## config.mk

```make
export PLATFORM = sky130hd
export DESIGN_NAME = geffe_keystream_byte_generator
export DESIGN_NICKNAME = d
export VERILOG_FILES = /design/src/rtl/gkbg_pkg.sv /design/src/rtl/geffe_keystream_byte_generator.sv
export SDC_FILE = /design/constraint.sdc
export NUM_CORES = 1
export LEC_CHECK = 0
export BUFFER_PORTS_ARGS = -buffer_cell sky130_fd_sc_hd__buf_2
export CORE_MARGIN = 3
export CORE_UTILIZATION = 35
export CTS_CLUSTER_DIAMETER = 40
export CTS_CLUSTER_SIZE = 25
export DETAILED_ROUTE_END_ITERATION = 10
export GPL_TIMING_DRIVEN = 0
export PLACE_DENSITY = 0.56
export SLEW_MARGIN = 20
export SYNTH_ARGS = -nofsm -noshare
export SYNTH_HDL_FRONTEND = slang
export SYNTH_SLANG_ARGS = --single-unit
```

## constraint.sdc

```tcl
create_clock -name i_clk -period 2.4 [get_ports i_clk]
set_input_delay 0.48 -clock i_clk [delete_from_list [all_inputs] [get_ports i_clk]]
set_output_delay 0.48 -clock i_clk [all_outputs]
set_load 0.01 [all_outputs]
```

## src/rtl/gkbg_pkg.sv

```systemverilog
// ----------------------------------------------------------------------------
// gkbg_pkg
// Shared widths, tap lengths and configuration register indexes for the
// Geffe keystream byte generator.
// ----------------------------------------------------------------------------
package gkbg_pkg;

    localparam int SHORT_LEN  = 9;
    localparam int MIDDLE_LEN = 10;
    localparam int LONG_LEN   = 11;
    localparam int MAX_BITS   = 8;
    localparam int COUNT_W    = 4;
    localparam int BYTE_W     = 8;
    localparam int CFG_IDX_W  = 2;
    localparam int CFG_DATA_W = LONG_LEN;

    typedef enum logic [CFG_IDX_W-1:0] {
        CFG_SEED_SHORT  = 2'd0,
        CFG_SEED_MIDDLE = 2'd1,
        CFG_SEED_LONG   = 2'd2
    } t_cfg_idx;

endpackage

```

## src/rtl/geffe_keystream_byte_generator.sv

```systemverilog
// ----------------------------------------------------------------------------
// geffe_keystream_byte_generator
// Three Fibonacci LFSRs (9, 10 and 11 bits) combined by a Geffe selector.
// Each input word asks for 0 to 8 keystream bits (larger counts clamp to 8),
// returned right-aligned with the earliest bit most significant.
// ----------------------------------------------------------------------------
//  channel  | handshake                    | payload
//  ---------+------------------------------+-----------------------------------
//  input    | i_valid / o_stall            | i_restart, i_bit_count
//  output   | o_valid / i_stall            | o_packed_byte
//  config   | i_cfg_valid / o_cfg_ready    | i_cfg_index, i_cfg_data
//
//  One input word per cycle while o_stall is low; its result is registered.
//  The eight LFSR steps of a word are unrolled XOR logic in front of the
//  output register; the window registers feed back to the next word.
//  A skid register holds one result while the output is stalled; o_stall
//  goes high only while it is occupied.
//  Synchronous active-low reset sets seeds and windows to 1, empties outputs.
// ----------------------------------------------------------------------------
module geffe_keystream_byte_generator (
    input  logic                           i_clk,
    input  logic                           i_rst_n,
    input  logic                           i_valid,
    output logic                           o_stall,
    input  logic                           i_restart,
    input  logic [gkbg_pkg::COUNT_W-1:0]   i_bit_count,
    output logic                           o_valid,
    input  logic                           i_stall,
    output logic [gkbg_pkg::BYTE_W-1:0]    o_packed_byte,
    input  logic                           i_cfg_valid,
    output logic                           o_cfg_ready,
    input  logic [gkbg_pkg::CFG_IDX_W-1:0] i_cfg_index,
    input  logic [gkbg_pkg::CFG_DATA_W-1:0] i_cfg_data
);

    localparam int SL = gkbg_pkg::SHORT_LEN;
    localparam int ML = gkbg_pkg::MIDDLE_LEN;
    localparam int LL = gkbg_pkg::LONG_LEN;
    localparam int NB = gkbg_pkg::MAX_BITS;
    localparam int CW = gkbg_pkg::COUNT_W;
    localparam int BW = gkbg_pkg::BYTE_W;

    logic [SL-1:0] r_seed_short;
    logic [ML-1:0] r_seed_middle;
    logic [LL-1:0] r_seed_long;
    logic [SL-1:0] r_win_short,  n_win_short;
    logic [ML-1:0] r_win_middle, n_win_middle;
    logic [LL-1:0] r_win_long,   n_win_long;

    logic          r_out_valid;
    logic [BW-1:0] r_out_data;
    logic          r_skid_valid;
    logic [BW-1:0] r_skid_data;

    logic [SL+NB-1:0] ext_s;
    logic [ML+NB-1:0] ext_m;
    logic [LL+NB-1:0] ext_l;
    logic [NB-1:0]    key_rev;
    logic [CW-1:0]    count;
    logic [BW-1:0]    n_packed;
    logic             in_acc;

    assign o_cfg_ready   = 1'b1;
    assign o_stall       = r_skid_valid;
    assign o_valid       = r_out_valid;
    assign o_packed_byte = r_out_data;
    assign in_acc        = i_valid & ~r_skid_valid;

    always_comb begin
        count = (i_bit_count > CW'(NB)) ? CW'(NB) : i_bit_count;
        ext_s = '0;
        ext_m = '0;
        ext_l = '0;
        ext_s[SL-1:0] = i_restart ? r_seed_short  : r_win_short;
        ext_m[ML-1:0] = i_restart ? r_seed_middle : r_win_middle;
        ext_l[LL-1:0] = i_restart ? r_seed_long   : r_win_long;
        for (int j = SL; j < SL + NB; j++) begin
            ext_s[j] = ext_s[j-9] ^ ext_s[j-8] ^ ext_s[j-6] ^ ext_s[j-5];
        end
        for (int j = ML; j < ML + NB; j++) begin
            ext_m[j] = ext_m[j-10] ^ ext_m[j-7];
        end
        for (int j = LL; j < LL + NB; j++) begin
            ext_l[j] = ext_l[j-11] ^ ext_l[j-9];
        end
        // earliest bit lands in the top position, then shift down to align
        for (int i = 0; i < NB; i++) begin
            key_rev[NB-1-i] = (ext_m[i] & ext_l[i]) ^ (~ext_m[i] & ext_s[i]);
        end
        n_packed     = BW'(key_rev >> (CW'(NB) - count));
        n_win_short  = ext_s[count +: SL];
        n_win_middle = ext_m[count +: ML];
        n_win_long   = ext_l[count +: LL];
    end

    always_ff @(posedge i_clk) begin
        if (!i_rst_n) begin
            r_seed_short  <= SL'(1);
            r_seed_middle <= ML'(1);
            r_seed_long   <= LL'(1);
        end else if (i_cfg_valid) begin
            case (i_cfg_index)
                gkbg_pkg::CFG_SEED_SHORT:  r_seed_short  <= i_cfg_data[SL-1:0];
                gkbg_pkg::CFG_SEED_MIDDLE: r_seed_middle <= i_cfg_data[ML-1:0];
                gkbg_pkg::CFG_SEED_LONG:   r_seed_long   <= i_cfg_data[LL-1:0];
                default: ;
            endcase
        end
    end

    always_ff @(posedge i_clk) begin
        if (!i_rst_n) begin
            r_win_short  <= SL'(1);
            r_win_middle <= ML'(1);
            r_win_long   <= LL'(1);
        end else if (in_acc) begin
            r_win_short  <= n_win_short;
            r_win_middle <= n_win_middle;
            r_win_long   <= n_win_long;
        end
    end

    always_ff @(posedge i_clk) begin
        if (!i_rst_n) begin
            r_out_valid  <= 1'b0;
            r_skid_valid <= 1'b0;
        end else if (!r_out_valid || !i_stall) begin
            if (r_skid_valid) begin
                r_out_valid  <= 1'b1;
                r_skid_valid <= 1'b0;
            end else begin
                r_out_valid <= in_acc;
            end
        end else if (in_acc) begin
            r_skid_valid <= 1'b1;
        end
    end

    always_ff @(posedge i_clk) begin
        if (!r_out_valid || !i_stall) begin
            if (r_skid_valid) begin
                r_out_data <= r_skid_data;
            end else if (in_acc) begin
                r_out_data <= n_packed;
            end
        end else if (in_acc) begin
            r_skid_data <= n_packed;
        end
    end

endmodule

```

After elaboration in Yosys (flattened, before gate mapping)
Index checks and enable logic that the tools add are counted.
{"block": "classes", "n_lt_le_gt_ge": 1, "add_sub_neg": 1, "reduce_logical": 11, "n_eq_ne": 2, "bitwise": 76, "n_shift": 4, "n_mux": 7}
{"op": "1-bit XOR", "n": 48}
{"op": "19-bit by 5-bit variable part select with 11-bit output", "n": 1}
{"op": "18-bit by 5-bit variable part select with 10-bit output", "n": 1}
{"op": "1-bit bitwise AND", "n": 17}
{"op": "17-bit by 5-bit variable part select with 9-bit output", "n": 1}
{"op": "8-bit 2-to-1 mux", "n": 2}
{"op": "11-bit 2-to-1 mux", "n": 1}
{"op": "1-bit NOT", "n": 11}
{"op": "10-bit 2-to-1 mux", "n": 1}
{"op": "2-bit AND reduction", "n": 5}
{"op": "9-bit 2-to-1 mux", "n": 1}
{"op": "8-bit by 4-bit >> shifter with 8-bit output", "n": 1}
{"op": "4-bit greater-than comparator (second input constant)", "n": 1}
{"op": "4-bit 2-to-1 mux", "n": 1}
{"op": "4-bit subtractor (first input constant)", "n": 1}
{"op": "2-bit by 1-bit equality test with 1-bit output (second input constant)", "n": 1}
{"op": "2-bit equality test (second input constant)", "n": 1}
{"op": "1-bit logical NOT", "n": 2}
{"op": "2-bit logical NOT", "n": 1}
{"op": "2-bit nonzero test", "n": 1}
{"op": "2-bit OR reduction", "n": 1}
{"op": "1-bit logical OR", "n": 1}
{"op": "1-bit 2-to-1 mux", "n": 1}
{"block": "word_totals", "inputBits": 23, "register_bits": 78, "elab_cells": 112}

Depth between registers and ports, before layout
Gate-level depths: netlist of run 1.
{"block": "depth", "ltp_word": 7, "depth_mapped": 11}

Worst setup path after synthesis of run 1
Ideal clock, no wire load.
{"block": "synth_path", "path_kind": "input to register", "startpoint": "input i_restart", "endpoint": "register r_out_data[3] (netlist: o_packed_byte[3]), data pin", "required_ns": 2.140, "path_buffers": 2, "setup_ns": 0.260, "path_stages": 9, "arrival_time_ns": 2.103, "slack_ns": 0.037, "cell_sequence": "buf_6 buf_12 mux2i_1 mux2_4 mux2_2 nor2_1 a31oi_1 a2bb2oi_1 mux2_2"}
{"block": "synth_via", "elab_chain_len": 7, "elab_cells_between_ends": 38, "cone_classes": "shift: 1; mux: 5; bitwise: 32"}
{"item": "from (decl)", "line_no": "geffe_keystream_byte_generator.sv:25", "rtl": "input logic i_restart,"}
{"item": "10-bit 2-to-1 mux", "line_no": "geffe_keystream_byte_generator.sv:75", "rtl": "ext_m[ML-1:0] = i_restart ? r_seed_middle : r_win_middle;"}
{"item": "1-bit NOT", "line_no": "geffe_keystream_byte_generator.sv:88", "rtl": "key_rev[NB-1-i] = (ext_m[i] & ext_l[i]) ^ (~ext_m[i] & ext_s[i]);"}
{"item": "1-bit bitwise AND", "line_no": "geffe_keystream_byte_generator.sv:88"}
{"item": "1-bit XOR", "line_no": "geffe_keystream_byte_generator.sv:88"}
{"item": "8-bit by 4-bit >> shifter with 8-bit output (*)", "line_no": "geffe_keystream_byte_generator.sv:90", "rtl": "n_packed = BW'(key_rev >> (CW'(NB) - count));"}
{"item": "net n_packed[3]", "line_no": "geffe_keystream_byte_generator.sv:60", "rtl": "logic [BW-1:0] n_packed;"}
{"item": "8-bit 2-to-1 mux (*)", "line_no": "geffe_keystream_byte_generator.sv:143", "rtl": "end else if (in_acc) begin"}
{"item": "8-bit 2-to-1 mux (*)", "line_no": "geffe_keystream_byte_generator.sv:141", "rtl": "if (r_skid_valid) begin"}
{"item": "to (signal assigned)", "line_no": "geffe_keystream_byte_generator.sv:142", "rtl": "r_out_data <= r_skid_data;"}
{"item": "to (signal assigned)", "line_no": "geffe_keystream_byte_generator.sv:144", "rtl": "r_out_data <= n_packed;"}
{"item": "to (decl)", "line_no": "geffe_keystream_byte_generator.sv:51", "rtl": "logic [BW-1:0] r_out_data;"}
Mark *: on every way through the listed nets, which the timed path passes. The rest lies on a longest branch. The select of a mux whose other input is x is not followed.
A chain may end at the register's enable or synchronous reset.

Final worst setup path of run 1
Ends and elaborated chain as after synthesis.

==> results of run 1 <==
[cell usage after synthesis (all sizes together) (3+ instances only)]
library cell / n
dfxtp: 62
o221ai: 3
and3: 3
xnor2: 37
a21oi: 47
nand3: 7
inv: 6
nor2b: 28
nor3: 13
mux2i: 79
a221oi: 4
edfxtp: 16
o221a: 3
and2: 3
a21boi: 10
xor2: 23
a22oi: 3
clkbuf: 28
buf: 31
a31oi: 7
a21o: 3
a211oi: 26
o21ai: 30
o211a: 3
o211ai: 3
nand2b: 4
mux4: 13
mux2: 33
a22o: 3
o22ai: 3
o31ai: 6
nand2: 85
nor2: 60
[per-stage QoR]
step	TNS (ns)	power (mW)	std cells
after floorplan	0	2.49	712
after global placement	-4.08	2.84	965
after detailed placement	-3.30	2.84	965
after CTS	0	4.23	981
after global routing	0	4.44	981
final	0	4.25	981
[sequential cells by signal (all words and copies together), names as in the netlist]
name and count:
o_packed_byte 8, o_stall 1, o_valid 1, r_seed_long 11, r_seed_middle 10, r_seed_short 9
r_skid_data 8, r_win_long 11, r_win_middle 10, r_win_short 9
[logic make-up (layout without fill, tap and decap cells)]
| logic type | count (synthesis) | in the layout | share of synthesized area (%) |
|---|---|---|---|
| simple gates | 210 | 210 | 14.9 |
| compound gates | 171 | 171 | 18.5 |
| mux | 125 | 125 | 24.0 |
| flops | 78 | 78 | 27.7 |
| buf+inv | 65 | 109 | 5.45 |
| xor+xnor | 62 | 62 | 9.47 |
| other cells | 1 | 1 | 0.0602 |
[layout make-up]
cell class	instances	area, um^2
fill	1771	10400
tap	225	282
timing repair buffer	28	140
clock inverter	7	62.6
sequential	78	1720
buffer	59	320
clock buffer	9	225
multi-input combinational	569	4200
inverter	6	25.0
[report_power, final]
group	internal, mW	switching [mW]	total (mW)
combinational	0.557	0.752	1.31
sequential	1.43	0.124	1.56
clock	0.729	0.648	1.38
total	2.72	1.52	4.25
[routing by layer]
layer	GRT usage, %	part of all wire [%]
met5	0	0
met4	8.34	3.4
met3	6.08	10
met2	32.5	42
met1	31.5	44
[timing repair]
action | CTS | global route
endpoints found under the setup margin | 1 | 11
hold buffers | 0 | 0
resized for setup | 1 | 13
setup buffers | 0 | 0
[worst max-delay path, stage by stage]
cell and delay [ns]:
buf_6 0.14, buf_12 0.16, mux2i_1 0.35, mux2_4 0.34, mux2_2 0.28, nor2_1 0.09
a31oi_1 0.05, a2bb2oi_1 0.18, mux2_2 0.31
[layout by cell type (no fill, tap or decap), types with 26 or more instances in the layout]
cell type,instances
clkbuf_1,27
mux2i_1,70
a21oi_1,45
nor2_1,60
xnor2_1,34
nand2_1,85
o21ai_0,28
nor2b_1,28
a211oi_1,26
dfxtp_1,62
mux2_2,31
buf_2,40
[worst paths after layout]
kind                            cells after the start        startpoint               end  slack [ns]
worst max-delay path                                9         i_restart  o_packed_byte[3]        0.11
worst min-delay path                                3    i_cfg_data[10]   r_seed_long[10]        0.39
worst max register to register                      7   r_seed_short[1]    r_win_short[7]        0.12
worst min register to register                      2  r_seed_middle[7]  r_seed_middle[7]        0.51
==> results.md, run 1 <==
- Hold Crit Class: in2reg
- Starting density of the core: 35.9%
- # IOs: 34
- Maxcap violations: 0
- RSZ-0062 raised after global routing: false
- Number of flops mapped to enable cells by yosys: 16
- Skew-Pair Late Insertion Delay: 0.35 ns
- N_diodes: 0
- Final GP Congestion: 0.973
- Worst Setup End Kind: flip-flop
- WL final: 21800 um
- P_leak: 2.73 nW
- DR WL/cell: 22.2 um
- Avg Cell Area, Syn: 8.74 um^2
- Vias: 5755
- First-pass GRT wire length: 33800 um
- Yosys top cell area share: 19.9%
- Fin. Hold Viols: 0
- CP startpoint kind: primary input
- Final Net Count: 774
- Root buf cell: clkbuf_16
- Vias per inst: 5.87
- Flops & latches, synth: 78
- CTS max path bufs: 2
- Final Util: 40.2%
- Rel. slew slack: 43.0%
- Die X: 139 um
- Die height: 139 um
- CTS tree: built
- Count of final max-slew check failures: 0
- Worst-path clk slew: 0.07 ns
- Syn-to-layout area delta: 12.1%
- Clock Skew: 0.0122 ns
- Ys Warns: 0
- Core Rows: 48
- Minimum hold slack: 0.386 ns
- Crit Path Class: in2reg
- Final setup fails: 0
- Drt initial violations: 711
- Die area: 19400 um^2
- Initial antenna violation count: 0
- # DRC: 0
- Tcrit/Tclk final: 95.6%
- VDD IR-drop max: 0.000468 V
- Cts bufs inserted: 9
- Most used flip-flop cell after synthesis: dfxtp_1
- Fin area: 6980 um^2
- IO buf count: 28
- Area after DPL: 6650 um^2
- Post-synth ARST share: 0%
- Status: finished, final reports clean
- DRT antenna net count: 0
- Pwr Density: 608 nW/um^2
- CTS HTree Levels: 3
- Cell count after synthesis: 712
- Total track usage: 22.3%
- Maximum fanout along the worst path: 10
- Largest net degree at the start of global routing: 17
- Dominant cells by area after synthesis: dfxtp_1 (20%), mux2i_1 (12%), edfxtp_1 (7.7%)
- Net Count, Synth: 735
- Clock sink count: 78
- Worst EP arrival: 2.39 ns
- Ratio of cells with drive above 1 in the final layout: 18.3%
- First-pass iteration count of the detailed router: 6
- Area leader, netlist: dfxtp_1
- Pre-CTS setup slack: -0.360 ns
- Final Critical Period: 2.29 ns
- Peak Freq: 436 MHz
- Final worst slack: 0.106 ns
- Data required time of the worst path: 2.50 ns
- Vias in the first global route: 5617
- Seq/Total Area, Yosys: 27.7%
- Worst slew pin tran: 0.852 ns
- Synthesized area: 6220 um^2
- Yosys cell types: 66
- Half-perimeter wire length after placement: 16500 um
- GRT overflow: 0
- Core area: 17400 um^2
(Power assumes the default switching activity.)
==> inputs of run 2 (changes only) <==
Settings changed: CORE_MARGIN 3 to unset, CORE_UTILIZATION 35 to 40, PLACE_DENSITY 0.56 to 0.62.
==> run 2 against run 1 <==
Compared with the run above: critical path depth is 1 higher; routed wire length is 2.7% higher; via count is 1.5% higher; non-clock buffer count is 1 lower; clock skew is 0.00070 ns higher; first-iteration DRC count is 9.7% lower; clock power hardly changed.
==> results.md, run 2 (synthesis results as in run 1) <==
- Worst slew pin tran: 0.857 ns (+0.00460 ns)
- Drt initial violations: 642 (-9.7%)
- Tcrit/Tclk final: 97.7% (+2.1 points)
- DR WL/cell: 23.7 um (+6.9%)
- Ratio of cells with drive above 1 in the final layout: 17.7% (-0.51 points)
- Die area: 16100 um^2 (-17%)
- Worst EP arrival: 2.45 ns (+0.06 ns)
- WL final: 22400 um (+2.7%)
- Vias: 5841 (+1.5%)
- Fin area: 6920 um^2 (-0.82%)
- Worst-path clk slew: 0.07 ns (about the same)
- Fin. Hold Viols: 0 (unchanged)
- IO buf count: 28 (unchanged)
- Final Net Count: 773 (-0.13%)
- Half-perimeter wire length after placement: 17200 um (+4.5%)
- Most common cell after layout, fill and taps aside: nand2_1
- CP startpoint kind: primary input
- Total track usage: 28.3% (+6.0 points)
- Clock power share: 32.1% (-0.3 points)
- Sw Share: 35.4% (-0.47 points)
- Die X: 127 um (-9.1%)
- Die height: 127 um (-9.1%)
- Fin Setup TNS: 0 ns (unchanged)
- Total chip power: 4.23 mW (-0.27%)
- Syn-to-layout area delta: 11.2%
- Clock Skew: 0.0128 ns (+0.000696 ns)
- Peak Freq: 427 MHz (-2.1%)
- Maxcap violations: 0 (unchanged)
- Status: finished, final reports clean
- Pwr Density: 612 nW/um^2 (+0.56%)
- Initial antenna violation count: 1 (+1)
- Slowest CP cell: mux2i_1
- Finished Layout Cells: 943 (-3.9%)
- Net switching power: 1.50 mW (-1.6%)
- DP Cell Count: 928 (-3.8%)
- RSZ-0062 raised after global routing: true
- Flop pwr share: 36.7% (about the same)
- CTS tree: built
- Largest stage delay on the critical path: 0.50 ns (+0.15 ns)
- VDD IR-drop max: 0.000422 V (-9.8%)
- Cts bufs inserted: 9 (unchanged)
- Rel. slew slack: 42.7% (-0.31 points)
- # IOs: 34 (unchanged)
- CTS max path bufs: 2 (unchanged)
- N_diodes: 0 (unchanged)
- CTS HTree Levels: 3 (unchanged)
- Maximum fanout along the worst path: 10 (unchanged)
- Gates resized, CTS repair: 2 (+1)
- Core area: 15200 um^2 (-12%)
- Setup Buffers After CTS: 0 (unchanged)
- Comb power frac: 31.2% (+0.4 points)
- Worst Setup End Kind: flip-flop
- Pint: 2.73 mW (+0.47%)
- First-pass iteration count of the detailed router: 5 (-1)
- Crit Path Class: in2reg
- Skew-Pair Late Insertion Delay: 0.36 ns (about the same)
- DRT antenna net count: 0 (unchanged)
- Root buf cell: clkbuf_16
- # DRC: 0 (unchanged)
- Data required time of the worst path: 2.50 ns (about the same)
- Vias in the first global route: 5687 (+1.2%)
- Final GP Congestion: 0.978 (+0.56%)
- Largest registers: r_seed_long (11), r_win_long (11)
- Area after DPL: 6600 um^2 (-0.70%)
- Largest net degree at the start of global routing: 20 (+3)
- Count of final max-slew check failures: 0 (unchanged)
- Starting density of the core: 40.9% (+5.1 points)
- Critical path, cell by cell: buf_6, buf_12, buf_8, mux2i_1, mux2i_1, nand2_1, a21oi_1, a21oi_1, o22ai_1, mux2_2
- First-pass GRT wire length: 33900 um (+0.18%)
- Final Critical Period: 2.34 ns (+0.0501 ns)
- P_leak: 2.72 nW (-0.48%)
- Most frequent cells in the layout: nand2_1 (85), mux2i_1 (71), dfxtp_1 (62), nor2_1 (60), a21oi_1 (45)
- Hold Crit Class: in2reg
- Final setup fails: 0 (unchanged)
- Vias per inst: 6.19 (+5.6%)
- Final Util: 45.5% (+5.3 points)
- Core Rows: 45 (-6.3%)
- GRT overflow: 0 (unchanged)
- Hold_buf cts: 0 (unchanged)
- Clock sink count: 78 (unchanged)
[run 2: final cells by class]
class                   count  area (um^2)
clock buffers              10          239
well taps                 188          235
repair buffers             28          140
fillers                  1512         8280
clock inverters             6         51.3
multi-input cells         569         4200
inverters                   6         25.0
flip-flops and latches     78         1720
plain buffers              58          312
[run 2: power by group through the flow]
stage,clock (mW),sequential (mW),combinational [mW]
after floorplan,0,1.55,0.941
after global placement,0,1.58,1.27
after detailed placement,0,1.58,1.27
after CTS,1.37,1.55,1.28
after global routing,1.42,1.56,1.41
final,1.36,1.56,1.32
[run 2: worst paths after layout]
| kind | slack, ns | endpoint | startpoint | cells after the start |
|---|---|---|---|---|
| min | 0.38 | r_seed_long[10] | i_cfg_data[10] | 3 |
| max reg2reg | 0.11 | r_win_short[7] | r_seed_short[1] | 7 |
| max | 0.06 | o_packed_byte[1] | i_restart | 10 |
| min reg2reg | 0.49 | r_seed_middle[8] | r_seed_middle[8] | 2 |
[run 2: routing by layer]
metal	up-vias	wire (um)	share of wire [%]	track usage, %
met4	0	783	3.5	14.9
met5	-	0	0	0
met1	2812	9950	44	37.7
met2	321	9950	44	43.9
met3	48	1690	7.5	5.02
li1	2660	-	-	-
[run 2: critical path: cells and delay by family]
family / cells / cell delay (ns)
buffers and inverters: 3 / 0.49
multiplexers: 3 / 0.98
AO/OA/AOI/OAI: 3 / 0.36
AND/OR/NAND/NOR: 1 / 0.11
[run 2: stage by stage]
step                      hold WS [ns]  setup slack, ns
after global routing             0.407        -0.000694
after CTS                        0.376          0.00532
final                            0.384           0.0563
after global placement           0.489           -0.645
after floorplan                  0.454           0.0370
after detailed placement         0.487           -0.562
